--- config.mk ---
export PLATFORM = sky130hd
export DESIGN_NAME = svlp_back
export DESIGN_NICKNAME = d
export VERILOG_FILES = /design/src/rtl/svlp_pkg.sv /design/src/rtl/svlp_back.sv
export SDC_FILE = /design/constraint.sdc
export NUM_CORES = 2
export LEC_CHECK = 0
export BUFFER_PORTS_ARGS = -buffer_cell sky130_fd_sc_hd__buf_2
export CORE_MARGIN = 1
export CORE_UTILIZATION = 50
export CTS_BUF_LIST = sky130_fd_sc_hd__clkbuf_16
export DETAILED_ROUTE_END_ITERATION = 7
export PLACE_DENSITY = 0.65
export SETUP_SLACK_MARGIN = 0.4
export SYNTH_ARGS = -nofsm -noshare
export SYNTH_HDL_FRONTEND = slang
export SYNTH_SLANG_ARGS = --single-unit
--- constraint.sdc ---
create_clock -name clk -period 17.2 [get_ports clk]
set_clock_uncertainty 0.1 [all_clocks]
set_input_delay 5.16 -clock clk [delete_from_list [all_inputs] [get_ports clk]]
set_output_delay 5.16 -clock clk [all_outputs]
set_load 0.02 [all_outputs]
--- src/rtl/svlp_pkg.sv ---
// ----------------------------------------------------------------------------
// svlp_pkg
// Shared widths, constants, the queue entry type and helper functions of the
// 2x oversampled state-variable lowpass.
// ----------------------------------------------------------------------------
package svlp_pkg;

	localparam int SAMPLE_WIDTH = 24;
	localparam int COEF_WIDTH   = 18;
	localparam int RATE_WIDTH   = 18;
	localparam int CUT_WIDTH    = 17;
	localparam int RES_WIDTH    = 16;
	localparam int DAMP_WIDTH   = 17;
	// working width of the filter states between the two passes
	localparam int WORK_WIDTH   = SAMPLE_WIDTH + 8;
	localparam int MULC_WIDTH   = ((COEF_WIDTH > DAMP_WIDTH) ? COEF_WIDTH : DAMP_WIDTH) + 1;
	localparam int QUEUE_DEPTH  = 2;

	localparam logic [RATE_WIDTH-1:0] RATE_FLOOR = RATE_WIDTH'(1000);
	localparam logic [RATE_WIDTH-1:0] RATE_RESET = RATE_WIDTH'(48000);
	localparam logic [CUT_WIDTH-1:0]  CUT_MIN    = CUT_WIDTH'(20);
	localparam logic [31:0]           RATIO_MAX  = 32'd1846835937;
	localparam logic [31:0]           PI_Q30     = 32'd3373259426;
	localparam logic [RES_WIDTH-1:0]  Q_MAX      = RES_WIDTH'(62915);
	localparam logic [DAMP_WIDTH-1:0] ONE_Q16    = DAMP_WIDTH'(65536);
	localparam logic [COEF_WIDTH-1:0] FMAX       = COEF_WIDTH'((95 * (2 ** COEF_WIDTH)) / 100);

	// one queued job: sample, coefficient and damping
	typedef struct packed {
		logic signed [SAMPLE_WIDTH-1:0] x;
		logic [COEF_WIDTH-1:0]          f;
		logic [DAMP_WIDTH-1:0]          damp;
	} job_t;

	// taylor divisor (2k)(2k+1) of series term k
	function automatic logic [6:0] sin_div(input logic [2:0] k);
		logic [6:0] d;
		unique case (k)
			3'd1:    d = 7'd6;
			3'd2:    d = 7'd20;
			3'd3:    d = 7'd42;
			3'd4:    d = 7'd72;
			3'd5:    d = 7'd110;
			default: d = 7'd1;
		endcase
		return d;
	endfunction

	// floor(2^32 / divisor) of series term k
	function automatic logic [31:0] sin_recip(input logic [2:0] k);
		logic [31:0] m;
		unique case (k)
			3'd1:    m = 32'd715827882;
			3'd2:    m = 32'd214748364;
			3'd3:    m = 32'd102261126;
			3'd4:    m = 32'd59652323;
			3'd5:    m = 32'd39045157;
			default: m = 32'hFFFF_FFFF;
		endcase
		return m;
	endfunction

	// saturate a working state to the sample range
	function automatic logic signed [SAMPLE_WIDTH-1:0] clamp_state(
		input logic signed [WORK_WIDTH-1:0] v);
		logic signed [WORK_WIDTH-1:0] hi;
		logic signed [WORK_WIDTH-1:0] lo;
		logic signed [SAMPLE_WIDTH-1:0] r;
		hi = WORK_WIDTH'((64'sd1 <<< (SAMPLE_WIDTH - 1)) - 64'sd1);
		lo = -hi - WORK_WIDTH'(1);
		if (v > hi)
			r = hi[SAMPLE_WIDTH-1:0];
		else if (v < lo)
			r = lo[SAMPLE_WIDTH-1:0];
		else
			r = v[SAMPLE_WIDTH-1:0];
		return r;
	endfunction

endpackage

--- src/rtl/svlp_back.sv ---
// ----------------------------------------------------------------------------
// svlp_back
// Runs the two filter passes of a job on one multiplier, clamps the states
// and holds the result in the output register.
// ----------------------------------------------------------------------------
module svlp_back import svlp_pkg::*; (
	input  logic                           clk,
	input  logic                           arst_n,
	output logic                           pop,
	input  job_t                           pop_job,
	input  logic                           empty,
	output logic                           out_valid,
	input  logic                           out_ready,
	output logic signed [SAMPLE_WIDTH-1:0] low_out
);

	localparam logic [2:0] B_IDLE = 3'd0;
	localparam logic [2:0] B_HM   = 3'd1;
	localparam logic [2:0] B_HI   = 3'd2;
	localparam logic [2:0] B_FH   = 3'd3;
	localparam logic [2:0] B_BA   = 3'd4;
	localparam logic [2:0] B_FB   = 3'd5;
	localparam logic [2:0] B_LO   = 3'd6;
	localparam logic [2:0] B_OUT  = 3'd7;

	localparam int PROD_WIDTH = MULC_WIDTH + WORK_WIDTH;

	logic [2:0]                     state_q;
	logic                           pass_q;
	logic                           out_valid_q;
	logic signed [SAMPLE_WIDTH-1:0] low_out_q;
	logic signed [SAMPLE_WIDTH-1:0] x_q;
	logic [COEF_WIDTH-1:0]          f_q;
	logic [DAMP_WIDTH-1:0]          damp_q;
	logic signed [WORK_WIDTH-1:0]   low_q;
	logic signed [WORK_WIDTH-1:0]   band_q;
	logic signed [WORK_WIDTH-1:0]   high_q;
	logic signed [PROD_WIDTH-1:0]   prod_q;

	logic signed [MULC_WIDTH-1:0]   mc;
	logic signed [WORK_WIDTH-1:0]   mv;
	logic signed [PROD_WIDTH-1:0]   prod_dsh;
	logic signed [PROD_WIDTH-1:0]   prod_fsh;
	logic                           out_free;
	logic signed [SAMPLE_WIDTH-1:0] low_c;
	logic signed [SAMPLE_WIDTH-1:0] band_c;

	assign pop       = (state_q == B_IDLE) && !empty;
	assign out_valid = out_valid_q;
	assign low_out   = low_out_q;
	assign out_free  = !out_valid_q || out_ready;

	// multiplier operands (coefficients zero extended), shifts and clamps
	always_comb begin
		mc = (state_q == B_HM) ? $signed(MULC_WIDTH'(damp_q)) : $signed(MULC_WIDTH'(f_q));
		mv = (state_q == B_FH) ? high_q : band_q;
		prod_dsh = prod_q >>> 16;
		prod_fsh = prod_q >>> (COEF_WIDTH + 1);
		low_c    = clamp_state(low_q);
		band_c   = clamp_state(band_q);
	end

	// pass sequencer
	always_ff @(posedge clk or negedge arst_n) begin
		if (!arst_n) begin
			state_q <= B_IDLE;
			pass_q  <= 1'b0;
			low_q   <= '0;
			band_q  <= '0;
		end else begin
			unique case (state_q)
				B_IDLE: if (pop) begin
					pass_q  <= 1'b0;
					state_q <= B_HM;
				end
				B_HM: state_q <= B_HI;
				B_HI: state_q <= B_FH;
				B_FH: state_q <= B_BA;
				B_BA: begin
					band_q  <= band_q + WORK_WIDTH'(prod_fsh);
					state_q <= B_FB;
				end
				B_FB: state_q <= B_LO;
				B_LO: begin
					low_q <= low_q + WORK_WIDTH'(prod_fsh);
					if (pass_q)
						state_q <= B_OUT;
					else begin
						pass_q  <= 1'b1;
						state_q <= B_HM;
					end
				end
				B_OUT: if (out_free) begin
					low_q   <= WORK_WIDTH'(low_c);
					band_q  <= WORK_WIDTH'(band_c);
					state_q <= B_IDLE;
				end
				default: state_q <= B_IDLE;
			endcase
		end
	end

	// output valid flag
	always_ff @(posedge clk or negedge arst_n) begin
		if (!arst_n)
			out_valid_q <= 1'b0;
		else if (state_q == B_OUT && out_free)
			out_valid_q <= 1'b1;
		else if (out_ready)
			out_valid_q <= 1'b0;
	end

	// job latch, product, high register and output sample
	always_ff @(posedge clk) begin
		if (pop) begin
			x_q    <= pop_job.x;
			f_q    <= pop_job.f;
			damp_q <= pop_job.damp;
		end
		if (state_q == B_HM || state_q == B_FH || state_q == B_FB)
			prod_q <= PROD_WIDTH'(mc) * PROD_WIDTH'(mv);
		if (state_q == B_HI)
			high_q <= WORK_WIDTH'(x_q) - low_q - WORK_WIDTH'(prod_dsh);
		if (state_q == B_OUT && out_free)
			low_out_q <= low_c;
	end

`ifndef SYNTHESIS
	// a result is only loaded after the second pass
	a_two_passes: assert property (@(posedge clk) disable iff (!arst_n)
		(state_q == B_OUT) |-> pass_q)
		else $error("result before second pass");
`endif

endmodule

==> impl_results.md <==
* Status: complete, no violations
* Post-synth EDFFs at 150
* Antenna diodes at 0
* Largest net degree at the start of global routing at 70
* Seq. cell area at 6231 um2
* Placer congestion estimate at 0.8916
* Post-synth ARST share at 0.3151
* Overall routing resource usage at 0.2632
* Setup TNS at 0 ns
* Post-synth top flop: edfxtp_1
* Crit-path cells: buf_2 -> nor4_2 -> buf_4 -> buf_2
* RR Endpoint: prod_q[46]
* Hold Crit Start: band_q[5]
* Syn_area_per_cell at 9.411 um2
* Detailed Place HPWL at 69.08 mm
* Ys Warns at 0
* Post-CTS sizing at 0
* Vias at 24280
* Final setup fails at 0
* Initial Util at 0.5047
* Crit path required time at 11.94 ns
* CP endpoint kind: output port
* Fin. Hold Viols at 0
* Die Ht at 259.6 um
* Setup CP Type: input port to output port
* CP Max Fanout at 25
* CTS tree: built
* Number of global-route vias before repair at 25090
* Cells after synthesis at 3526
* Iteration-0 DRC Markers at 1693
* Final cycle utilization of the critical path at 0.6563
* CP max stage delay at 0.37 ns
* CORE AREA at 65750 um2
* Distinct cells, synth at 79
* FP Rows at 94
* Fill count at 5991
* Synth Register Bits at 219
* Worst setup SP type: input port
* ANT nets after route at 0
* Post-synth top cells: 724 x inv_1, 589 x fa_1, 460 x nor2_1, 322 x nand2_1, 218 x ha_1
* Hold Path Stages at 2
* Sink Count at 219
* Overflow after GRT at 0
* R2R Path Start: state_q[2]
* Cts hold-fix bufs at 0
* Hold EP: band_q[5]
* Post-route minimum period at 11.29 ns
* RSZ-0062 raised after global routing: false
* Die X at 259.6 um
* DR pass1 iterations at 6
* Final net count at 4455
* WL/cell at 19.12 um
* Post-CTS Setup Bufs at 0
* Post-synth top area share at 0.3553
* Slowest cell on crit path: buf_4
* Sequential fraction of the synthesis area at 0.1878
* Mapped Area at 33180 um2
* Num ports at 89
* CP dominant cell by count: buf_2
* Arrival @ worst endpoint at 6.03 ns
* Most frequent cell after synthesis: inv_1
* WL final at 85.45 mm
* Clock Tree Root: clkbuf_16
* Hold Crit Class: register to register
* Top cells by area, synth: fa_1 36%, edfxtp_1 14%, ha_1 8.2%
* Achievable Freq at 0.08858 GHz
* Initial antenna violation count at 0
* Slew headroom at 0.1671
* Area of the multi-input gates at 23900 um2
* Share of cells above drive strength 1 at 0.07682
* IO Port Bufs at 88
* First-pass GRT wire length at 136.9 mm
* Max clock buf depth at 3
* DRC viols at 0
* Top cell type by total area after synthesis: fa_1
* Vias per cell at 5.431
* CTS Buf Count at 27
* R2r setup slk at 7.46 ns
* Clock Pin Slew Worst Setup and Hold Paths at 0.06 ns
* Worst skew pair latency at 0.58 ns
* Syn-to-layout area delta at 7.443%
* Die ar. at 67400 um2
* Max Slew Vio Count at 0
* Slew @ Worst Pin at 1.249 ns
* Reg2Reg Depth at 25
* H-tree Lvls at 1
* Syn nets at 4396
* Max Cap Viol at 0
logic make-up (layout without fill, tap and decap cells):
family                   after synthesis  after routing  share of synthesized area
AND/OR/NAND/NOR                      948            948                     0.1197
buffers and inverters                841            921                    0.09539
adder cells (fa/ha/maj)              807            807                     0.4375
AO/OA/AOI/OAI                        493            493                    0.09622
flip-flops                           219            219                     0.1878
XOR/XNOR                             118            118                    0.03114
multiplexers                         100            100                    0.03224
stage by stage:
| step | hold slack, ns | std cells | area [um2] | util | setup WS [ns] |
|---|---|---|---|---|---|
| after floorplan | 0.3934 | 3526 | 33180 | - | 0.6468 |
| after global placement | 0.4192 | 4420 | 34810 | 0.5295 | 5.913 |
| after detailed placement | 0.4317 | 4420 | 34810 | 0.5295 | 5.886 |
| after CTS | 0.4421 | 4470 | 35650 | 0.5423 | 5.888 |
| after global routing | 0.4876 | 4470 | 35650 | 0.5423 | 5.840 |
| final | 0.4361 | 4470 | 35650 | 0.5423 | 5.911 |
worst max-delay path: cells and delay by family:
family	cells	cell delay, ns
and+or+nand+nor	1	0.12
buffers and inverters	3	0.73
placed cells by master, fill, tap and decap left out, types with 8 or more instances in the layout:
cell and n:
a2111oi_0 8, a211oi_1 13, a21o_1 56, a21oi_1 148, a31oi_1 31, and2_1 14, and3_1 23, buf_2 87
buf_4 60, clkbuf_16 27, dfrtp_1 69, edfxtp_1 150, fa_1 589, ha_1 218, inv_1 731, mux2_2 45
mux2i_1 39, mux2i_2 13, nand2_1 322, nand2b_1 22, nand3_1 25, nand4_1 14, nor2_1 460, nor2b_1 17
nor3_1 17, o211ai_1 9, o21a_1 45, o21ai_0 87, o21bai_1 14, or2_2 8, xnor2_1 79, xor2_1 39
sequential cells by signal, indices dropped and copies added (netlist names), 3 cells and up:
name and count:
band_q 32, x_q 24, low_out 24, high_q 32, low_q 32, state_q 3
prod_q 35, damp_q 17, f_q 18
area by class of cell:
type,instances,area share
Multi-Input combinational cell,2466,0.6702
Sequential cell,219,0.1748
Inverter,724,0.07622
Tap cell,864,0.03032
Timing Repair Buffer,147,0.02485
Clock buffer,27,0.01895
Clock inverter,23,0.004667
per-layer routing:
metal,vias to the layer above,share of wire,routed length [um],GRT usage
li1,11220,-,-,-
met1,12130,0.41,35460,0.3457
met2,760,0.48,40800,0.4397
met3,158,0.068,5844,0.04357
met4,0,0.039,3347,0.09412
met5,-,0,0,0
worst max path at each step:
| stage | start | endpoint | slack (ns) | cells after the start |
|---|---|---|---|---|
| 2_1_floorplan | empty | pop | 0.65 | 1 |
| 3_3_place_gp | empty | pop | 5.91 | 4 |
| 3_5_place_dp | empty | pop | 5.89 | 4 |
| 4_1_cts | empty | pop | 5.89 | 4 |
| 5_1_grt | empty | pop | 5.84 | 4 |
| 6_report | empty | pop | 5.91 | 4 |
Power is not shown: default switching activity piles up to over one toggle a cycle in this logic, so the estimate is an artifact.
