===== config.mk =====
export PLATFORM = sky130hd
export DESIGN_NAME = svlp_front
export DESIGN_NICKNAME = d
export VERILOG_FILES = /design/src/rtl/svlp_pkg.sv /design/src/rtl/svlp_front.sv
export SDC_FILE = /design/constraint.sdc
export NUM_CORES = 2
export LEC_CHECK = 0
export ABC_AREA = 1
export ABC_CLOCK_PERIOD_IN_PS = 13300
export BUFFER_PORTS_ARGS = -buffer_cell sky130_fd_sc_hd__buf_2
export CORE_AREA = 2 2 420 631
export DETAILED_ROUTE_END_ITERATION = 8
export DIE_AREA = 0 0 422 633
export PLACE_DENSITY = 0.49
export SLEW_MARGIN = 20
export SYNTH_ARGS = -nofsm -noshare
export SYNTH_HDL_FRONTEND = slang
export SYNTH_SLANG_ARGS = --single-unit
export TNS_END_PERCENT = 1

===== constraint.sdc =====
create_clock -name clk -period 13.3 [get_ports clk]
set_input_delay 1.995 -clock clk [delete_from_list [all_inputs] [get_ports clk]]
set_output_delay 1.995 -clock clk [all_outputs]
set_load 0.01 [all_outputs]

===== src/rtl/svlp_pkg.sv =====
// ----------------------------------------------------------------------------
// svlp_pkg
// Shared widths, constants, the queue entry type and helper functions of the
// 2x oversampled state-variable lowpass.
// ----------------------------------------------------------------------------
package svlp_pkg;

	localparam int SAMPLE_WIDTH = 24;
	localparam int COEF_WIDTH   = 18;
	localparam int RATE_WIDTH   = 18;
	localparam int CUT_WIDTH    = 17;
	localparam int RES_WIDTH    = 16;
	localparam int DAMP_WIDTH   = 17;
	// working width of the filter states between the two passes
	localparam int WORK_WIDTH   = SAMPLE_WIDTH + 8;
	localparam int MULC_WIDTH   = ((COEF_WIDTH > DAMP_WIDTH) ? COEF_WIDTH : DAMP_WIDTH) + 1;
	localparam int QUEUE_DEPTH  = 2;

	localparam logic [RATE_WIDTH-1:0] RATE_FLOOR = RATE_WIDTH'(1000);
	localparam logic [RATE_WIDTH-1:0] RATE_RESET = RATE_WIDTH'(48000);
	localparam logic [CUT_WIDTH-1:0]  CUT_MIN    = CUT_WIDTH'(20);
	localparam logic [31:0]           RATIO_MAX  = 32'd1846835937;
	localparam logic [31:0]           PI_Q30     = 32'd3373259426;
	localparam logic [RES_WIDTH-1:0]  Q_MAX      = RES_WIDTH'(62915);
	localparam logic [DAMP_WIDTH-1:0] ONE_Q16    = DAMP_WIDTH'(65536);
	localparam logic [COEF_WIDTH-1:0] FMAX       = COEF_WIDTH'((95 * (2 ** COEF_WIDTH)) / 100);

	// one queued job: sample, coefficient and damping
	typedef struct packed {
		logic signed [SAMPLE_WIDTH-1:0] x;
		logic [COEF_WIDTH-1:0]          f;
		logic [DAMP_WIDTH-1:0]          damp;
	} job_t;

	// taylor divisor (2k)(2k+1) of series term k
	function automatic logic [6:0] sin_div(input logic [2:0] k);
		logic [6:0] d;
		unique case (k)
			3'd1:    d = 7'd6;
			3'd2:    d = 7'd20;
			3'd3:    d = 7'd42;
			3'd4:    d = 7'd72;
			3'd5:    d = 7'd110;
			default: d = 7'd1;
		endcase
		return d;
	endfunction

	// floor(2^32 / divisor) of series term k
	function automatic logic [31:0] sin_recip(input logic [2:0] k);
		logic [31:0] m;
		unique case (k)
			3'd1:    m = 32'd715827882;
			3'd2:    m = 32'd214748364;
			3'd3:    m = 32'd102261126;
			3'd4:    m = 32'd59652323;
			3'd5:    m = 32'd39045157;
			default: m = 32'hFFFF_FFFF;
		endcase
		return m;
	endfunction

	// saturate a working state to the sample range
	function automatic logic signed [SAMPLE_WIDTH-1:0] clamp_state(
		input logic signed [WORK_WIDTH-1:0] v);
		logic signed [WORK_WIDTH-1:0] hi;
		logic signed [WORK_WIDTH-1:0] lo;
		logic signed [SAMPLE_WIDTH-1:0] r;
		hi = WORK_WIDTH'((64'sd1 <<< (SAMPLE_WIDTH - 1)) - 64'sd1);
		lo = -hi - WORK_WIDTH'(1);
		if (v > hi)
			r = hi[SAMPLE_WIDTH-1:0];
		else if (v < lo)
			r = lo[SAMPLE_WIDTH-1:0];
		else
			r = v[SAMPLE_WIDTH-1:0];
		return r;
	endfunction

endpackage


===== src/rtl/svlp_front.sv =====
// ----------------------------------------------------------------------------
// svlp_front
// Takes input items, holds the sample rate register, works out the filter
// coefficient (restoring division for the ratio, then x = pi*r and taylor
// sine on one shared multiplier) and pushes the job into the queue.
// ----------------------------------------------------------------------------
module svlp_front import svlp_pkg::*; (
	input  logic                           clk,
	input  logic                           arst_n,
	input  logic                           cfg_valid,
	output logic                           cfg_ready,
	input  logic [RATE_WIDTH-1:0]          cfg_data,
	input  logic                           in_valid,
	output logic                           in_ready,
	input  logic signed [SAMPLE_WIDTH-1:0] in_sample,
	input  logic [CUT_WIDTH-1:0]           cutoff_hz,
	input  logic [RES_WIDTH-1:0]           resonance,
	output logic                           push,
	output job_t                           push_job,
	input  logic                           full
);

	localparam logic [3:0] ST_IDLE = 4'd0;
	localparam logic [3:0] ST_DIV  = 4'd1;
	localparam logic [3:0] ST_MPI  = 4'd2;
	localparam logic [3:0] ST_SQ   = 4'd3;
	localparam logic [3:0] ST_X2   = 4'd4;
	localparam logic [3:0] ST_TM   = 4'd5;
	localparam logic [3:0] ST_RM   = 4'd6;
	localparam logic [3:0] ST_CORR = 4'd7;
	localparam logic [3:0] ST_DONE = 4'd8;
	localparam logic [3:0] ST_PUSH = 4'd9;

	logic [3:0]                    state_q;
	logic [RATE_WIDTH-1:0]         rate_q;
	logic [RATE_WIDTH-1:0]         fs_q;
	logic [RATE_WIDTH-1:0]         rem_q;
	logic [31:0]                   quo_q;
	logic [3:0]                    cnt_q;
	logic                          sat_q;
	logic signed [SAMPLE_WIDTH-1:0] smp_q;
	logic [DAMP_WIDTH-1:0]         damp_q;
	logic [31:0]                   x2_q;
	logic [31:0]                   term_q;
	logic [31:0]                   p_q;
	logic signed [33:0]            sum_q;
	logic [2:0]                    k_q;
	logic [63:0]                   prod_q;
	logic [COEF_WIDTH-1:0]         f_q;

	logic                          accept;
	logic [CUT_WIDTH-1:0]          fcc;
	logic [RATE_WIDTH-1:0]         fs_in;
	logic                          sat_in;
	logic [RES_WIDTH-1:0]          res_c;
	logic [RATE_WIDTH+1:0]         r1;
	logic                          ge1;
	logic [RATE_WIDTH-1:0]         r1n;
	logic [RATE_WIDTH+1:0]         r2;
	logic                          ge2;
	logic [RATE_WIDTH-1:0]         r2n;
	logic [31:0]                   mul_a;
	logic [31:0]                   mul_b;
	logic [31:0]                   qe;
	logic [6:0]                    dk;
	logic [39:0]                   rem_t;
	logic [31:0]                   tv;
	logic [33:0]                   s_pos;
	logic [34:0]                   fw;

	assign cfg_ready = 1'b1;
	assign in_ready  = (state_q == ST_IDLE);
	assign accept    = in_valid && in_ready;
	assign push      = (state_q == ST_PUSH) && !full;

	assign push_job.x    = smp_q;
	assign push_job.f    = f_q;
	assign push_job.damp = damp_q;

	// input clamps and the upper cutoff test
	always_comb begin
		fcc    = (cutoff_hz < CUT_MIN) ? CUT_MIN : cutoff_hz;
		fs_in  = (rate_q < RATE_FLOOR) ? RATE_FLOOR : rate_q;
		sat_in = (25'(fcc) * 25'd100) >= (25'(fs_in) * 25'd43);
		res_c  = (resonance > Q_MAX) ? Q_MAX : resonance;
	end

	// two restoring division steps per cycle
	always_comb begin
		r1  = {2'b0, rem_q} << 1;
		ge1 = r1 >= {2'b0, fs_q};
		r1n = ge1 ? RATE_WIDTH'(r1 - {2'b0, fs_q}) : RATE_WIDTH'(r1);
		r2  = {2'b0, r1n} << 1;
		ge2 = r2 >= {2'b0, fs_q};
		r2n = ge2 ? RATE_WIDTH'(r2 - {2'b0, fs_q}) : RATE_WIDTH'(r2);
	end

	// shared multiplier operands
	always_comb begin
		unique case (state_q)
			ST_MPI: begin
				mul_a = sat_q ? RATIO_MAX : quo_q;
				mul_b = PI_Q30;
			end
			ST_SQ: begin
				mul_a = prod_q[63:32];
				mul_b = prod_q[63:32];
			end
			ST_TM: begin
				mul_a = term_q;
				mul_b = x2_q;
			end
			ST_RM: begin
				mul_a = prod_q[61:30];
				mul_b = sin_recip(k_q);
			end
			default: begin
				mul_a = term_q;
				mul_b = x2_q;
			end
		endcase
	end

	// reciprocal quotient correction and coefficient scaling
	always_comb begin
		qe    = prod_q[63:32];
		dk    = sin_div(k_q);
		rem_t = {8'b0, p_q} - (40'(qe) * 40'(dk));
		tv    = (rem_t >= 40'(dk)) ? qe + 32'd1 : qe;
		s_pos = (sum_q < 0) ? 34'd0 : 34'(sum_q);
		fw    = ({1'b0, s_pos} << 1) >> (30 - COEF_WIDTH);
	end

	// sample rate register
	always_ff @(posedge clk or negedge arst_n) begin
		if (!arst_n)
			rate_q <= RATE_RESET;
		else if (cfg_valid && cfg_ready)
			rate_q <= cfg_data;
	end

	// coefficient sequencer
	always_ff @(posedge clk or negedge arst_n) begin
		if (!arst_n) begin
			state_q <= ST_IDLE;
			cnt_q   <= '0;
			k_q     <= '0;
		end else begin
			unique case (state_q)
				ST_IDLE: if (accept) begin
					state_q <= ST_DIV;
					cnt_q   <= '0;
				end
				ST_DIV: begin
					cnt_q <= cnt_q + 4'd1;
					if (cnt_q == 4'd15)
						state_q <= ST_MPI;
				end
				ST_MPI:  state_q <= ST_SQ;
				ST_SQ:   state_q <= ST_X2;
				ST_X2: begin
					k_q     <= 3'd1;
					state_q <= ST_TM;
				end
				ST_TM:   state_q <= ST_RM;
				ST_RM:   state_q <= ST_CORR;
				ST_CORR: begin
					k_q <= k_q + 3'd1;
					if (k_q == 3'd5)
						state_q <= ST_DONE;
					else
						state_q <= ST_TM;
				end
				ST_DONE: state_q <= ST_PUSH;
				ST_PUSH: if (!full) state_q <= ST_IDLE;
				default: state_q <= ST_IDLE;
			endcase
		end
	end

	// datapath registers
	always_ff @(posedge clk) begin
		if (accept) begin
			fs_q   <= fs_in;
			sat_q  <= sat_in;
			rem_q  <= sat_in ? '0 : RATE_WIDTH'(fcc);
			quo_q  <= '0;
			smp_q  <= in_sample;
			damp_q <= ONE_Q16 - DAMP_WIDTH'(res_c);
		end
		if (state_q == ST_DIV) begin
			rem_q <= r2n;
			quo_q <= {quo_q[29:0], ge1, ge2};
		end
		if (state_q == ST_MPI || state_q == ST_SQ || state_q == ST_TM || state_q == ST_RM)
			prod_q <= 64'(mul_a) * 64'(mul_b);
		if (state_q == ST_SQ) begin
			term_q <= prod_q[63:32];
			sum_q  <= $signed({2'b0, prod_q[63:32]});
		end
		if (state_q == ST_X2)
			x2_q <= prod_q[61:30];
		if (state_q == ST_RM)
			p_q <= prod_q[61:30];
		if (state_q == ST_CORR) begin
			term_q <= tv;
			if (k_q[0])
				sum_q <= sum_q - $signed({2'b0, tv});
			else
				sum_q <= sum_q + $signed({2'b0, tv});
		end
		if (state_q == ST_DONE)
			f_q <= (fw > 35'(FMAX)) ? FMAX : fw[COEF_WIDTH-1:0];
	end

`ifndef SYNTHESIS
	// division remainder stays below the divisor
	a_rem_bound: assert property (@(posedge clk) disable iff (!arst_n)
		(state_q == ST_DIV) |-> (rem_q < fs_q))
		else $error("divider remainder out of range");
	// a pushed coefficient never exceeds its clamp
	a_coef_clamp: assert property (@(posedge clk) disable iff (!arst_n)
		push |-> (push_job.f <= FMAX))
		else $error("coefficient above clamp");
`endif

endmodule


==> impl_metrics.ini <==
[yosys]
synth_area_sq_um = 65200
synth_area_leaders = fa_1, edfxtp_1, inv_1
ys_warn_count = 0
synth_top_area_cell = fa_1
syn_inst = 8184
synthArstFlopShare_pct = 9.034
syn-num-nets = 9931
ys_seq_elements = 321
avgSynthCellArea_sq_um = 7.966
synth_flop_cell = edfxtp_1
synth_edf_count = 292
netlist.area_leader.share_pct = 34.42
synth_cell_types = 62
ys_seq_area_share_pct = 14.58

[job]
drv_cap = 0

[layout]
drive_gt1_share_pct = 6.242
seq_area_sq_um = 9503
design_area_sq_um = 72020
area_delta_synth_final_pct = 10.47
mostFrequentLayoutCells = inv_1, nand2_1, fa_1
fillCellCount = 28742
fin_nets = 9996
diodes = 0
final_common_cell = inv_1
multiInputGateArea_sq_um = 47370

[detailed_routing]
finalWirelength_mm = 252.1
drt_iter0_drc = 3342
via_per_inst = 4.656
first_pass_iters = 6
ant_nets = 0
route.vias.total = 54771
wl_per_cell_um = 21.43
drcViolationCount = 0

[clocking]
clkTransAtPathRegs_ns = 0.06
cts_buffers = 43
cts.sinks = 321
cts_tree = done
cts_resized = 0
hold_buffers = 0
cts_buffer_depth = 3
h-tree-depth = 2
cts_setup_buffers = 0
clk-insertion-delay-late_ns = 0.67
cts_root_buf = clkbuf_16

[setup_path]
crit_type = reg -> reg
reg2reg_slack_ns = 1.96
cpMostUsedCell = fa_1
critical_path.max_stage_delay_ns = 0.94
worstSetupStartpointType = flip-flop
r2r_start = state_q[0]$_DFFE_PN0P_
worstPathArrival_ns = 11.81
required_ns = 13.77
path_max_fanout = 21
crit_slowest_cell = inv_1
crit_buf_inv = 7
crit_family = adder cells
end_kind = flip-flop
r2r-end = prod_q[63]$_DFFE_PP_
reg2regPathDepth = 34

[timing]
rsz0062_at_grt = false
worst_slew_pin_slew_ns = 1.121
finalCritPeriodShare_pct = 85.27
finalHoldViolCount = 0
timing.fmax_ghz = 0.08818
fin_crit_ns = 11.34
setup_ws_ns = 1.959
skew_ns = 0.03784
fin_tns_setup_ns = 0
finalMaxSlewViolations = 0
fin_hold_ws_ns = 0.4997
relSlewSlack_pct = 25.25
setup_viol = 0

[global_routing]
grt_pass1_wl_mm = 377.2
overflow = 0
grt_max_degree = 71
antenna_found_initial = 1
track_usage_pct = 18.93
grt_pass1_vias = 60102

[hold_path]
min_to = rate_q[7]$_DFFE_PN1P_
min_from = rate_q[7]$_DFFE_PN1P_
holdPathStages = 2
min_path_type = reg -> reg

[run_status]
run_status = finished, final reports clean

[place]
dpl-instance-area_sq_um = 70590
port_buffers = 140
dp_slack_ns = 2.117
routabilityCongestion = 1.005
dp_hpwl_mm = 209.1

[die]
dieHeight_um = 633
die_w_um = 422
rows = 230
dieArea_sq_um = 267100
start_util_pct = 24.95
io_pins = 142
core_sq_um = 261300
[per-stage QoR]
| stage | std cells | util [%] |
|---|---|---|
| after detailed placement | 11684 | 27.01 |
| after floorplan | 8184 | - |
| after global routing | 11763 | 27.56 |
| after CTS | 11763 | 27.56 |
| after global placement | 11681 | 27.00 |
| final | 11763 | 27.56 |
[cell usage after synthesis (3+ instances only)]
cell type	instances
o21ai_1	31
a21boi_0	8
nand3_2	3
nand2_2	17
a211oi_1	8
o21a_1	29
buf_2	12
fa_1	1121
xor2_1	138
nor2_2	25
nand3_1	200
dfrtp_1	22
o21ai_2	3
clkinv_1	25
nand4_1	50
inv_1	1914
inv_2	26
dfstp_2	7
a21o_1	4
nand3b_1	17
a21oi_1	293
nor4_1	20
a31oi_1	10
edfxtp_1	292
o21bai_1	20
or2_2	12
o221ai_1	8
clkbuf_1	259
o22ai_1	13
ha_1	546
buf_1	15
nor2_1	694
xnor2_1	51
o21ai_0	258
a2111oi_0	3
nor3_1	62
nand2_1	1891
o2111ai_1	14
nor2_4	5
o211ai_1	20
o31ai_1	11
[state kept, by name, summed over array words and instances (netlist names), 18 cells and up]
name	flops
fs_q	18
prod_q	34
rem_q	18
quo_q	32
smp_q	24
sum_q	34
x2_q	32
term_q	32
rate_q	18
p_q	32
f_q	18
[layer usage]
metal  routed length, um  track usage (%)
met1               85740            19.02
met2              133500            36.24
met3               11370            2.118
met4               21450            12.97
met5                  10                0
[cell families (layout without fill, tap and decap cells)]
| group | count (synthesis) | count (layout) | synth area share [%] |
|---|---|---|---|
| other | 1 | 1 | 0.005752 |
| muxes | 1 | 1 | 0.01727 |
| AOI/OAI and AO/OA | 748 | 748 | 6.425 |
| buffers and inverters | 2255 | 2354 | 13.04 |
| xor gates and xnor gates | 189 | 189 | 2.539 |
| DFF | 321 | 321 | 14.58 |
| and+or+nand+nor | 3002 | 3002 | 18.50 |
| adders and majority gates | 1667 | 1667 | 44.90 |
[how the worst max path moves through the flow]
stage	startpoint	endpoint	slack [ns]	cells after the start
floorplan	k_q[0]$_DFFE_PN0P_	sum_q[28]$_DFFE_PP_	4.02	65
global placement	state_q[3]$_DFFE_PN0P_	prod_q[57]$_DFFE_PP_	1.51	37
detailed placement	k_q[0]$_DFFE_PN0P_	prod_q[55]$_DFFE_PP_	2.12	37
CTS	state_q[0]$_DFFE_PN0P_	prod_q[63]$_DFFE_PP_	2.02	34
global route	k_q[1]$_DFFE_PN0P_	sum_q[27]$_DFFE_PP_	1.25	60
finish	state_q[0]$_DFFE_PN0P_	prod_q[63]$_DFFE_PP_	1.96	34
[final cells by class]
cell class	instances	area share (%)
timing repair buffer	310	2.750
tap	3480	6.046
inverter	1965	10.24
clock buffer	47	1.529
sequential	321	13.19
clock inverter	32	0.4656
multi-input combinational	5608	65.77
[worst min-delay path: cells and delay by family (launching register included)]
kind | cells | cell delay [ns]
AO/OA/AOI/OAI | 1 | 0.07
buffers and inverters | 1 | 0.06
flip-flops | 1 | 0.37
Power is left out: the tool's default activity adds up to more than one toggle a clock period on the data nets, which glitch-free logic cannot reach.
