**src/rtl/svlp_pkg.sv**
```systemverilog
// ----------------------------------------------------------------------------
// svlp_pkg
// Shared widths, constants, the queue entry type and helper functions of the
// 2x oversampled state-variable lowpass.
// ----------------------------------------------------------------------------
package svlp_pkg;

	localparam int SAMPLE_WIDTH = 24;
	localparam int COEF_WIDTH   = 18;
	localparam int RATE_WIDTH   = 18;
	localparam int CUT_WIDTH    = 17;
	localparam int RES_WIDTH    = 16;
	localparam int DAMP_WIDTH   = 17;
	// working width of the filter states between the two passes
	localparam int WORK_WIDTH   = SAMPLE_WIDTH + 8;
	localparam int MULC_WIDTH   = ((COEF_WIDTH > DAMP_WIDTH) ? COEF_WIDTH : DAMP_WIDTH) + 1;
	localparam int QUEUE_DEPTH  = 2;

	localparam logic [RATE_WIDTH-1:0] RATE_FLOOR = RATE_WIDTH'(1000);
	localparam logic [RATE_WIDTH-1:0] RATE_RESET = RATE_WIDTH'(48000);
	localparam logic [CUT_WIDTH-1:0]  CUT_MIN    = CUT_WIDTH'(20);
	localparam logic [31:0]           RATIO_MAX  = 32'd1846835937;
	localparam logic [31:0]           PI_Q30     = 32'd3373259426;
	localparam logic [RES_WIDTH-1:0]  Q_MAX      = RES_WIDTH'(62915);
	localparam logic [DAMP_WIDTH-1:0] ONE_Q16    = DAMP_WIDTH'(65536);
	localparam logic [COEF_WIDTH-1:0] FMAX       = COEF_WIDTH'((95 * (2 ** COEF_WIDTH)) / 100);

	// one queued job: sample, coefficient and damping
	typedef struct packed {
		logic signed [SAMPLE_WIDTH-1:0] x;
		logic [COEF_WIDTH-1:0]          f;
		logic [DAMP_WIDTH-1:0]          damp;
	} job_t;

	// taylor divisor (2k)(2k+1) of series term k
	function automatic logic [6:0] sin_div(input logic [2:0] k);
		logic [6:0] d;
		unique case (k)
			3'd1:    d = 7'd6;
			3'd2:    d = 7'd20;
			3'd3:    d = 7'd42;
			3'd4:    d = 7'd72;
			3'd5:    d = 7'd110;
			default: d = 7'd1;
		endcase
		return d;
	endfunction

	// floor(2^32 / divisor) of series term k
	function automatic logic [31:0] sin_recip(input logic [2:0] k);
		logic [31:0] m;
		unique case (k)
			3'd1:    m = 32'd715827882;
			3'd2:    m = 32'd214748364;
			3'd3:    m = 32'd102261126;
			3'd4:    m = 32'd59652323;
			3'd5:    m = 32'd39045157;
			default: m = 32'hFFFF_FFFF;
		endcase
		return m;
	endfunction

	// saturate a working state to the sample range
	function automatic logic signed [SAMPLE_WIDTH-1:0] clamp_state(
		input logic signed [WORK_WIDTH-1:0] v);
		logic signed [WORK_WIDTH-1:0] hi;
		logic signed [WORK_WIDTH-1:0] lo;
		logic signed [SAMPLE_WIDTH-1:0] r;
		hi = WORK_WIDTH'((64'sd1 <<< (SAMPLE_WIDTH - 1)) - 64'sd1);
		lo = -hi - WORK_WIDTH'(1);
		if (v > hi)
			r = hi[SAMPLE_WIDTH-1:0];
		else if (v < lo)
			r = lo[SAMPLE_WIDTH-1:0];
		else
			r = v[SAMPLE_WIDTH-1:0];
		return r;
	endfunction

endpackage

```
**src/rtl/svlp_fifo.sv**
```systemverilog
// ----------------------------------------------------------------------------
// svlp_fifo
// Short job queue between the coefficient front end and the filter back end.
// ----------------------------------------------------------------------------
module svlp_fifo import svlp_pkg::*; (
	input  logic clk,
	input  logic arst_n,
	input  logic push,
	input  job_t push_job,
	input  logic pop,
	output job_t pop_job,
	output logic full,
	output logic empty
);

	localparam int PTR_W = (QUEUE_DEPTH > 1) ? $clog2(QUEUE_DEPTH) : 1;

	job_t             mem_q [QUEUE_DEPTH];
	logic [PTR_W-1:0] wr_ptr_q;
	logic [PTR_W-1:0] rd_ptr_q;
	logic [PTR_W:0]   count_q;

	assign full    = (count_q == (PTR_W+1)'(QUEUE_DEPTH));
	assign empty   = (count_q == '0);
	assign pop_job = mem_q[rd_ptr_q];

	// entry storage
	always_ff @(posedge clk) begin
		if (push)
			mem_q[wr_ptr_q] <= push_job;
	end

	// pointers and fill count
	always_ff @(posedge clk or negedge arst_n) begin
		if (!arst_n) begin
			wr_ptr_q <= '0;
			rd_ptr_q <= '0;
			count_q  <= '0;
		end else begin
			if (push)
				wr_ptr_q <= (wr_ptr_q == PTR_W'(QUEUE_DEPTH - 1)) ? '0 : wr_ptr_q + 1'b1;
			if (pop)
				rd_ptr_q <= (rd_ptr_q == PTR_W'(QUEUE_DEPTH - 1)) ? '0 : rd_ptr_q + 1'b1;
			if (push && !pop)
				count_q <= count_q + 1'b1;
			else if (pop && !push)
				count_q <= count_q - 1'b1;
		end
	end

`ifndef SYNTHESIS
	a_no_overflow: assert property (@(posedge clk) disable iff (!arst_n)
		push |-> !full)
		else $error("queue push while full");
	a_no_underflow: assert property (@(posedge clk) disable iff (!arst_n)
		pop |-> !empty)
		else $error("queue pop while empty");
`endif

endmodule

```
**config.mk**
```make
export PLATFORM = sky130hd
export DESIGN_NAME = svlp_fifo
export DESIGN_NICKNAME = d
export VERILOG_FILES = /design/src/rtl/svlp_pkg.sv /design/src/rtl/svlp_fifo.sv
export SDC_FILE = /design/constraint.sdc
export NUM_CORES = 1
export LEC_CHECK = 0
export CORE_MARGIN = 4
export CORE_UTILIZATION = 40
export CTS_CLUSTER_DIAMETER = 80
export CTS_CLUSTER_SIZE = 20
export DETAILED_ROUTE_END_ITERATION = 8
export DONT_BUFFER_PORTS = 1
export RECOVER_POWER = 100
export SYNTH_ARGS = -nofsm -noshare
export SYNTH_HDL_FRONTEND = slang
export SYNTH_SLANG_ARGS = --single-unit
```
**constraint.sdc**
```tcl
create_clock -name clk -period 11.15 [get_ports clk]
set_input_delay 1.115 -clock clk [delete_from_list [all_inputs] [get_ports clk]]
set_output_delay 1.115 -clock clk [all_outputs]
set_load 0.005 [all_outputs]
```
==> results of run 1 <==
worst max-delay path by stage:
stage / startpoint / endpoint / slack [ns] / depth (start not counted)
2_1_floorplan: push / mem_q[0][0] / 6.95 / 1
3_3_place_gp: push / mem_q[0][8] / 8.38 / 2
3_5_place_dp: push / mem_q[0][2] / 8.34 / 2
4_1_cts: rd_ptr_q / pop_job[11] / 7.96 / 1
5_1_grt: push / mem_q[0][49] / 6.08 / 2
6_report: push / mem_q[0][49] / 6.65 / 2
power groups by stage:
stage / combinational (uW) / clock (uW) / sequential [uW]
final: 196 / 522 / 680
after global routing: 217 / 557 / 694
after CTS: 290 / 535 / 701
after detailed placement: 289 / 0 / 709
after global placement: 287 / 0 / 704
after floorplan: 329 / 0 / 643
Yosys cell counts:
| cell type | n | area, um^2 |
|---|---|---|
| mux2_4 | 59 | 886 |
| nor2b_1 | 2 | 12.5 |
| edfxtp_1 | 118 | 3540 |
| ha_1 | 1 | 12.5 |
| dfrtp_1 | 4 | 100 |
| and2_1 | 1 | 6.26 |
| nor2_1 | 2 | 7.51 |
| xor2_1 | 4 | 35.0 |
| inv_1 | 1 | 3.75 |
| buf_12 | 6 | 120 |
| buf_6 | 1 | 11.3 |
| xnor2_1 | 1 | 8.76 |
metal layers:
| layer | GRT usage [%] | vias to the layer above |
|---|---|---|
| met2 | 18.1 | 87 |
| met4 | 7.34 | 0 |
| met1 | 12.3 | 908 |
| li1 | - | 816 |
| met5 | 0 | - |
| met3 | 7.20 | 15 |
area by class of cell:
cell class / instances / area (um^2)
multi-input cells: 70 / 747
clock buffers: 24 / 482
inverters: 1 / 3.75
well taps: 143 / 179
repair buffers: 2 / 7.51
flip-flops and latches: 122 / 3640
fillers: 1024 / 6360
clock inverters: 8 / 92.6
flip-flops by register name, indices dropped and copies added (netlist names):
name	flops
wr_ptr_q	1
mem_q	118
count_q	2
rd_ptr_q	1
cells in the final DEF, fill, tap and decap left out, drive strengths merged:
master	netlist	routed
dfrtp	4	4
bufinv	0	2
inv	1	1
clkbuf	0	26
mux2	59	59
and2	1	1
ha	1	1
nor2	2	2
clkinvlp	0	1
edfxtp	118	118
clkinv	0	5
xnor2	1	1
xor2	4	4
nor2b	2	2
worst register-to-register path, stage by stage, from the launching register on:
cell and delay, ns:
dfrtp_1 0.40, nor2b_1 2.10, clkbuf_1 1.32
stage by stage:
stage / cells / worst slack (ns) / power (uW) / cell area (um^2)
2_1_floorplan: 200 / 6.95 / 972 / 4750
3_3_place_gp: 338 / 8.38 / 991 / 4820
3_5_place_dp: 338 / 8.34 / 999 / 4820
4_1_cts: 370 / 7.96 / 1530 / 5400
5_1_grt: 370 / 6.08 / 1470 / 5150
6_report: 370 / 6.65 / 1400 / 5150
cells by family after synthesis:
group | after synthesis | synth area share (%)
adders and majority gates | 1 | 0.264
DFF | 122 | 76.8
muxes | 59 | 18.7
xor gates and xnor gates | 5 | 0.922
and+or+nand+nor | 5 | 0.554
buffers and inverters | 8 | 2.85
==> impl_summary.md, run 1 <==
Outcome
The flow ran to the end, but the final reports show violations. The checks that failed: max-capacitance violations, max-slew violations.

Routing
The met2 routed wirelength is about 3.8 mm. After detailed routing, the number of vias per cell comes to between 4 and 5. The first-pass iteration count of the detailed router is 4.

The average routed wire per standard cell is around 21 um. The overall routed net length is 7.89 mm. The top layer used by detailed routing is met4.

The routed length on met3 is about 930 um. After detailed routing, the number of remaining DRC violations is 0. The number of design-rule violations left by the first detailed-router iteration is 116. The final route contains roughly 1800 vias.

The met1 wire length is 2.96 mm. The remaining antenna violation count is 0.

Worst setup path
Of all nets on the critical path, the largest fanout is 30. In this run the critical register-to-register path is launched from wr_ptr_q. The endpoint of the worst-slack reg-to-reg timing path is mem_q[0][49].

The slowest stage of the critical path belongs to the cell nor2b_1. In this run the register-to-register setup slack is about 6.9 ns. The kind of cell adding the most delay to the critical path is simple AND/OR/NAND/NOR gates.

Data arrives at the worst endpoint at between 4 and 5 ns. The peak per-stage delay on the critical path is roughly 2 ns. The count of buffering cells on the critical path with inverters included is 1. The worst-case reg-to-reg path depth is 2. The element type at the critical path end is a flop. The critical setup path kind is in -> reg. The signal on the critical path passes through nor2b_1, clkbuf_1.

The data required time at the worst endpoint is about 11 ns. The startpoint class of the critical path is a primary input.

Power
The switching power is approximately 350 uW. The switching share of total power is 25.4%. Of the total power, registers draw 48.6%. The share of total power dissipated in combinational logic is 14.0%. The areal power density over the cells is between 200 and 300 nW/um^2. The worst-case IR drop observed on VDD is approximately 0.20 mV. The total leakage power is 0.00172 uW. The clock network is responsible for around 37% of the overall power.

The cell-internal power is between 1000 and 1500 uW.

Die
The die footprint is ~14000 um^2. The die is between 100 and 150 um tall. The initial standard-cell utilization of the core is between 40% and 50%. The region available for standard cell placement spans 11500 um^2. The die is about 120 um wide.

The number of placement rows is 39. Pin placement for this block handled between 100 and 150 I/O pins.

Clock network
The count of clock tree sinks is 122. The post-CTS clock slew at the launch and capture registers of the worst setup and hold paths is 0.05 ns. In this run, post-CTS hold repair placed 0 buffers. Clock tree synthesis selected as its root buffer the cell clkbuf_16. TritonCTS built the clock tree. The worst-case clock buffer depth is 2. The clock latency of the later-clocked register in the worst-skew pair is about 0.4 ns. Gates resized during post-CTS repair numbered 0.

The buffer count from post-CTS setup fixing is 0. The number of clock buffers inserted by TritonCTS is 17. The H-tree depth is 4.

Logic synthesis
The number of warnings printed during yosys synthesis is 0. The synthesized area divided by synthesized cell count is between 20 and 25 um^2. The post-synthesis cell area is 4750 um^2. The number of synthesized register bits is 122.

In this run, distinct cell masters in the synthesized netlist total 12. Synthesis produced a netlist with a net count of approximately 260. The proportion of synthesized chip area in sequential cells is about three quarters. The count of mapped cells out of synthesis is 200.

STA
The clock arrives with 0.00554 ns of skew. Setup repair after global routing left no endpoint under its margin. The setup TNS is 0 ns. For the finished layout, the period the worst path requires is 4.50 ns. The worst slew margin relative to its limit is -89.1%. Setup violations remaining at the end of the flow were counted as 0.

Across all hold checks on the routed design, the worst slack comes to roughly 0.4 ns. The achievable clock frequency is around 220 MHz. The share of the cycle needed by the critical path after routing is 40.3%. At the pin with the least slew margin, the transition time is ~2.8 ns. The final number of max-transition violations came to around 190. The hold violation count in the final report came to 0.

Global route
The leftover overflow at the end of global routing is 0. The largest net degree at the start of global routing is just over 60. The via count of the first global-routing pass is roughly 1900. The first global-routing pass estimated ~11 mm of wire. The initial antenna violation count is 0. Global routing consumed, over all layers together, around an eighth of the routing resources.

Cells and area
The post-route netlist has between 10% and 20% of its cells at a drive strength greater than 1. The area growth from synthesis to layout is 8.59%. The utilization of the core after routing is 44.8%. The count of antenna diodes in the layout is 0. The final layout contains ~280 nets.

Placed design
Routability-driven placement finished with a final weighted congestion of 0.677. Detailed placement finished with a half-perimeter wire length of roughly 4.9 mm. Buffers placed on the I/O ports in this run total 0.

Job
Max-cap violations in this run came to 5.

Worst hold path
The worst min-delay path class is in -> async.
Power figures use the tool's default switching activity.
==> run 2, diff against run 1 <==
==> constraint.sdc (replaced) <==
create_clock -name clk -period 3.9 [get_ports clk]
set_input_delay 0.39 -clock clk [delete_from_list [all_inputs] [get_ports clk]]
set_output_delay 0.39 -clock clk [all_outputs]
set_load 0.005 [all_outputs]
==> run 2 against run 1 <==
  * The run still ends with max-capacitance violations, max-slew violations left
  * Critical path type is now reg -> reg
  * Core utilization fell by 0.087 points
  * Sequential power rose to 2.8 times the previous value
  * Combinational power rose to 2.8 times the previous value
  * Critical path depth is the same
  * Clock skew is essentially flat
  * Clock power increased to 2.7 times the previous value
  * Sequential share of layout area up 0.16 points
  * Largest power group unchanged
==> impl_summary.md, run 2 (synthesized netlist as in run 1, its figures left out) <==
Outcome
The run finished, with violations left. The checks that failed: max-capacitance violations, max-slew violations.

Die
The die width came to 117 um (unchanged). The total core area is 11500 um^2 (unchanged). The die span in y is 117 um (unchanged). The number of placement rows is 39 (unchanged). The die footprint was 13700 um^2 (unchanged). The initial standard-cell utilization of the core came to 41.2% (unchanged).

The I/O pin total is 124 (unchanged).

Worst setup path
The slowest cell on the critical path is and2_1. The count of buffering cells on the critical path with inverters included is 1 (unchanged). The critical path goes through and2_1, clkbuf_1. The worst-case reg-to-reg path depth is 2 (unchanged). STA classifies the critical path endpoint as a flop. The worst setup path is of the reg -> reg kind. The largest fanout on the critical path is 40 (+33%).

The peak per-stage delay on the critical path was 1.48 ns (-0.58 ns). The kind of cell adding the most delay to the critical path is simple AND/OR/NAND/NOR gates. The beginning of the critical path is wr_ptr_q. The worst path arrival time was 2.86 ns (-1.64 ns). The startpoint class of the critical path is a flop. The data required time at the worst endpoint is 3.93 ns (-7.22 ns). The logic depth of the worst setup path including buffers is 2 (unchanged). The launch instance of the worst register-to-register path is wr_ptr_q.

Placed design
The count of input and output buffers came to 0 (unchanged). The setup slack after placement was 1.88 ns (-6.45 ns). The detailed placer's ending HPWL was 4.72 mm (-3.6%).

The global placer's final weighted congestion is 0.658 (-2.9%).

Worst hold path
The worst min-delay path class is in -> reg. The launch point of the worst hold path is pop. Counting instances, the worst hold path has a depth of 1.

Global route
The leftover overflow at the end of global routing is 0 (unchanged). The all-layer global routing usage is 11.3% (-0.48 points). The largest net degree at the start of global routing is 61 (unchanged). The initial antenna violation count came to 0 (unchanged). The via count of the first global-routing pass is 1848 (-5.1%).

The global-route wire length before repair is 10.7 mm (-3.8%).

Cells and area
The count of antenna diodes in the layout is 0 (unchanged). The share of layout cells above drive strength 1 is 11.8% (-0.54 points). In the layout the commonest cells are edfxtp_1 (118), mux2_1 (59), clkbuf_16 (17).

The area of combinational cells with multiple inputs is 749 um^2 (+0.34%). The number of nets in the final layout was 281 (+1.1%). The register area is 3640 um^2 (about the same). The library cell used most frequently in the layout, excluding fill and tap cells, is edfxtp_1. The area growth from synthesis to layout is 8.38%.

Counting flops per register, the top entry is mem_q. The flip-flop count of the largest register, all copies and words added came to 118 (unchanged). The largest registers in the layout are mem_q: 118 flops, count_q: 2 flops. The number of fill cells in the layout is 1004 (-2.0%).

Routing
The overall routed net length was 7.72 mm (-2.1%). The number of vias in the routed layout is 1815 (-0.60%). The average via count per standard cell is 4.88 (-1.1%). The number of design-rule violations left by the first detailed-router iteration was 108 (-6.9%). The met1 wire length was 3.10 mm (+4.9%). The count of unresolved DRC violations after routing was 0 (unchanged).

The met2 routed wirelength came to 3.57 mm (-6.0%). The top layer used by detailed routing is met4. The remaining antenna violation count came to 0 (unchanged).

The routed length on met3 is 914 um (-1.9%). The first-pass iteration count of the detailed router is 4 (unchanged). The average routed wire per standard cell was 20.8 um (-2.6%).

STA
The worst slew margin relative to its limit was -31.7% (+57 points). The worst path needs ~2.8 ns of the cycle, external delays included. The setup skew after layout is 0.00571 ns (+0.000175 ns). The final critical-path setup slack is 1.08 ns (-5.58 ns). The setup TNS came to 0 ns (unchanged).

The achievable clock frequency is 354 MHz. The final number of max-transition violations is 74 (-60%). The hold violation count in the final report is 0 (unchanged). Setup repair after global routing left no endpoint under its margin.

In the finished design, the share of the clock period the worst path needs comes to between 70% and 80%. The total setup violations reported at the end of the flow is 0 (unchanged). The transition time of the tightest slew-check pin is 1.98 ns (-0.854 ns).

Clock network
The count of clock tree sinks came to 122 (unchanged). The clock latency of the later-clocked register in the worst-skew pair is 0.41 ns (about the same). The master cell of the clock root buffer is clkbuf_16.

The number of clock buffers inserted by TritonCTS is 17 (unchanged). The H-tree depth is 4 (unchanged). The buffer count from post-CTS setup fixing is 0 (unchanged). The worst-case clock buffer depth came to 2 (unchanged). TritonCTS built the clock tree. The post-CTS clock slew at the launch and capture registers of the worst setup and hold paths was 0.05 ns (about the same).

Power
The worst vdd rail ir drop came to 0.446 mV (+130%). The areal power density over the cells was 759 nW/um^2 (+180%). The total leakage power is 0.00171 uW (-0.48%).

Job
The total of max-cap violations is 2 (-3).
run 2: where the power goes:
part | internal [uW] | leakage, uW | switching (uW)
registers | 1750 | 0.00115 | 184
clock network | 914 | 0.000264 | 502
logic | 236 | 0.000296 | 320
total | 2900 | 0.00171 | 1010
run 2: metal layers:
layer,vias up,global-route usage [%]
li1,821,-
met2,89,17.0
met3,13,7.97
met1,892,12.1
met5,-,0
met4,0,5.50
run 2: path summary, 6_finish.rpt:
check,end,slack [ns]
min in group asynchronous,count_q[1],0.26
min reg2reg,count_q[1],0.50
min,rd_ptr_q,0.06
max reg2reg,mem_q[1][7],1.08
max,mem_q[1][7],1.08
max in group asynchronous,rd_ptr_q,3.45
run 2: repair_timing:
| item | 4_1_cts | 5_1_grt |
|---|---|---|
| resized for setup | 0 | 0 |
| hold buffers | 1 | 0 |
| endpoints found under the hold margin | 4 | 0 |
run 2: area by class of cell:
| class | instances | share of cell area [%] |
|---|---|---|
| sequential | 122 | 70.8 |
| tap | 143 | 3.48 |
| clock buffer | 18 | 8.34 |
| inverter | 1 | 0.0730 |
| multi-input combinational | 70 | 14.6 |
| clock inverter | 13 | 2.14 |
| timing repair buffer | 5 | 0.559 |
run 2: metrics by stage:
stage / total power, uW / utilization (%) / hold WS, ns / area [um^2] / instances
finish: 3910 / 44.7 / 0.0588 / 5140 / 372
global route: 4110 / 44.7 / 0.0315 / 5140 / 372
CTS: 4300 / 46.8 / 0.0331 / 5390 / 372
detailed placement: 2860 / 42.0 / 0.0945 / 4840 / 340
global placement: 2840 / 42.0 / 0.0946 / 4840 / 340
floorplan: 2780 / - / 0.0944 / 4750 / 200
==> run 3, diff against run 2 <==
--- a/config.mk
+++ b/config.mk
@@ -5,6 +5,7 @@
 export SDC_FILE = /design/constraint.sdc
 export NUM_CORES = 1
 export LEC_CHECK = 0
+export ABC_AREA = 1
 export CORE_MARGIN = 4
 export CORE_UTILIZATION = 40
 export CTS_CLUSTER_DIAMETER = 80
==> constraint.sdc (replaced) <==
create_clock -name clk -period 2.8 [get_ports clk]
set_input_delay 0.28 -clock clk [delete_from_list [all_inputs] [get_ports clk]]
set_output_delay 0.28 -clock clk [all_outputs]
set_load 0.005 [all_outputs]
==> run 3 against run 2 <==
  * Largest power group unchanged
  * Highest routed layer unchanged
  * Sequential power grew 36%
  * Clock-buffer cell count grew 4
  * Critical path type is now reg -> out
  * Routed wire length grew 3.6%
  * The flow now finishes without violations
  * Sequential share of layout area shrank 9.1 points
  * Combinational power grew 110%
==> impl_summary.md, run 3 <==
Global route
The via count of the first global-routing pass is 2231 (+21%). The leftover overflow at the end of global routing is 0 (unchanged). The global-route wire length before repair is 11.9 mm (+11%). The all-layer global routing usage is 12.1% (+0.81 points).

The largest net degree at the start of global routing was 42 (-31%). The initial antenna violation count was 0 (unchanged).

Logic synthesis
The number of distinct library cells after synthesis came to 13 (+1). The count of mapped cells out of synthesis came to 209 (+4.5%). The post-synthesis async set-or-reset flop share is 3.28% (unchanged). The most used flip-flop cell after synthesis is edfxtp_1. The commonest cells after synthesis are edfxtp_1 (118), mux2_4 (59), inv_1 (7). Ranked by total cell area, the synthesized netlist is headed by edfxtp_1 (74%), mux2_4 (19%), buf_12 (2.5%), dfrtp_1 (2.1%), inv_1 (0.55%). In the post-synthesis netlist, the cell with the most instances is edfxtp_1. The post-synthesis cell area is 4770 um^2 (+0.42%). The number of synthesized register bits is 122 (unchanged). The number of synthesized flops with an enable pin is 118 (unchanged).

The number of warnings printed during yosys synthesis is 0 (unchanged). The synthesized area divided by synthesized cell count is 22.8 um^2 (-3.9%). The share of Yosys cell area claimed by the top area cell type is 74.3% (-0.31 points). The total nets after synthesis came to 273 (+3.4%). The biggest area contributor in the post-synthesis netlist is edfxtp_1.

The proportion of synthesized chip area in sequential cells was 76.4% (-0.32 points).

Routing
The count of unresolved DRC violations after routing is 0 (unchanged). The overall routed net length is 8.00 mm (+3.6%). The number of vias in the routed layout is 2070 (+14%).

The remaining antenna violation count is 0 (unchanged). The average via count per standard cell is 4.68 (-4.0%). The number of design-rule violations left by the first detailed-router iteration was 123 (+14%).

The first-pass iteration count of the detailed router is 4 (unchanged). The average routed wire per standard cell is 18.1 um (-13%).

Clock network
The worst-case clock buffer depth is 2 (unchanged). The count of clock tree sinks is 122 (unchanged). TritonCTS built the clock tree. The H-tree depth is 4 (unchanged). The clock latency of the later-clocked register in the worst-skew pair is 0.41 ns (about the same). The tree is rooted in a clkbuf_16. The post-CTS clock slew at the launch and capture registers of the worst setup and hold paths is 0.05 ns (about the same). The count of instances resized after the clock tree is built is 0 (unchanged). The number of clock buffers inserted by TritonCTS is 17 (unchanged).

Cells and area
In the final layout, the registers with the most flip-flops are mem_q: 118 flops, count_q: 2 flops. Counting flops per register, the top entry is mem_q. The share of layout cells above drive strength 1 is 21.1% (+9.3 points). The commonest non-fill, non-tap cell in the layout is edfxtp_1. The filler-free cell count of the finished design is 442 (+19%). The area added between synthesis and finish is 23.9%. The flip-flop count of the largest register, all copies and words added came to 118 (unchanged). The number of fill cells in the layout was 934 (-7.0%). The count of antenna diodes in the layout is 0 (unchanged). In the layout the commonest cells are edfxtp_1 (118), dlygate4sd3_1 (62), mux2_1 (30).

The number of nets in the final layout is 350 (+25%).

Worst setup path
The worst path arrival time is 2.16 ns (-0.70 ns). The data required time at the worst endpoint is 2.52 ns (-1.41 ns). The slack of the worst reg-to-reg path is 0.48 ns (-0.60 ns). The endpoint of the worst-slack reg-to-reg timing path is mem_q[0][54].

STA classifies the critical path startpoint as a flop. The launch instance of the worst register-to-register path is wr_ptr_q. The worst-case reg-to-reg path depth came to 2 (unchanged). The largest fanout on the critical path is 32 (-20%). The critical path is of the reg -> out type. The element type at the critical path end is a primary output.

Worst hold path
The hold path depth is 2 (+1). The launch point of the worst hold path is push. In this run the worst hold path is classified as in -> reg. The worst hold path terminates at count_q[0].

STA
The hold violation count in the final report is 0 (unchanged). The total setup violations reported at the end of the flow was 0 (unchanged). The setup TNS came to 0 ns (unchanged). The transition time of the tightest slew-check pin is 1.17 ns (-0.810 ns).

The final number of max-transition violations came to 0 (-100%). Of the available clock period, the critical path in the final layout requires 87.1%. The routed design could run at a clock period as short as ~2.4 ns. The setup skew after layout is 0.00714 ns (+0.00142 ns). Setup repair after global routing left no endpoint under its margin.

The achievable clock frequency is 410 MHz. The worst slew margin relative to its limit is 22.3% (+54 points).

Power
The total leakage power is 0.00214 uW (+25%). The worst vdd rail ir drop is 0.615 mV (+38%). The areal power density over the cells is 971 nW/um^2 (+28%).

The total power of the final layout came to 5740 uW (+47%).

Placed design
The detailed placer's ending HPWL was 4.91 mm (+4.2%). The count of input and output buffers came to 0 (unchanged). The global placer's final weighted congestion was 0.685 (+4.2%).

The number of cells in the design after placement was 348 (+2.4%).

Die
The I/O pin total was 124 (unchanged). The die span in y is 117 um (+0.20%). The initial standard-cell utilization of the core was 41.2% (about the same). The die footprint came to 13700 um^2 (+0.39%). The number of placement rows is 39 (unchanged). The total core area is 11600 um^2 (+0.42%). The die width was 117 um (+0.20%).

Outcome
The flow ran to the end, and the final reports show no timing, DRC or antenna violations.

Job
The total of max-cap violations is 0 (-2).
==> run 3: cell count changes after synthesis <==
cell     previous run  this run
and2_1              1         0
nand4_1             0         1
xor2_1              4         2
inv_1               1         7
nand2_1             0         5
nor2b_1             2         0
nor2_1              2         3
nand3_1             0         1
==> run 3: worst max path at each step <==
| stage | cells past startpoint | to | startpoint |
|---|---|---|---|
| global route | 2 | pop_job[22] | rd_ptr_q |
| detailed placement | 2 | pop_job[28] | rd_ptr_q |
| floorplan | 1 | mem_q[0][0] | wr_ptr_q |
| CTS | 2 | pop_job[28] | rd_ptr_q |
| finish | 2 | pop_job[21] | rd_ptr_q |
| global placement | 2 | pop_job[34] | rd_ptr_q |
==> run 3: worst max-delay path: stages, from the launching register on <==
cell      delay [ns]
dfrtp_4         0.72
clkbuf_4        0.63
mux2_4          0.36
==> run 3: power by group <==
group	total, uW	switching (uW)	leakage (uW)	internal [uW]
logic	1140	583	0.000714	560
clock network	1970	722	0.000273	1250
registers	2620	187	0.00115	2440
total	5740	1490	0.00214	4250
==> run 3: timing repair <==
item                                    CTS  global route
endpoints found under the hold margin   124             0
setup buffers                             0             0
hold buffers                             62             0
endpoints found under the setup margin    0             0
==> run 3: layout make-up <==
type,instances,area [um^2],area share (%)
repair buffers,65,653,11.1
clock inverters,10,77.6,1.31
well taps,143,179,3.03
multi-input cells,73,861,14.6
clock buffers,22,464,7.86
flip-flops and latches,122,3650,61.7
inverters,7,26.3,0.445
==> run 3: cell families after synthesis <==
logic type | after synthesis | synth area share, %
DFF | 122 | 76.4
muxes | 59 | 18.6
buffers and inverters | 14 | 3.31
and+or+nand+nor | 10 | 0.866
xor gates and xnor gates | 3 | 0.551
adders and majority gates | 1 | 0.262
==> run 3: layer usage <==
metal / track usage (%) / vias to the layer above / wire (um)
met3: 6.53 / 11 / 724
met2: 18.4 / 89 / 3860
met4: 6.80 / 0 / 157
li1: - / 963 / -
met1: 13.6 / 1007 / 3250
met5: 0 / - / 0
==> run 3: per-stage QoR <==
step / utilization [%] / setup slack [ns] / hold slack [ns] / area (um^2)
after floorplan: - / 0.424 / -0.0156 / 4770
after global placement: 42.2 / 0.989 / -0.0154 / 4890
after detailed placement: 42.2 / 0.972 / -0.0155 / 4890
after CTS: 52.3 / 0.522 / 0.113 / 6050
after global routing: 51.1 / 0.243 / 0.120 / 5910
final: 51.1 / 0.360 / 0.135 / 5910
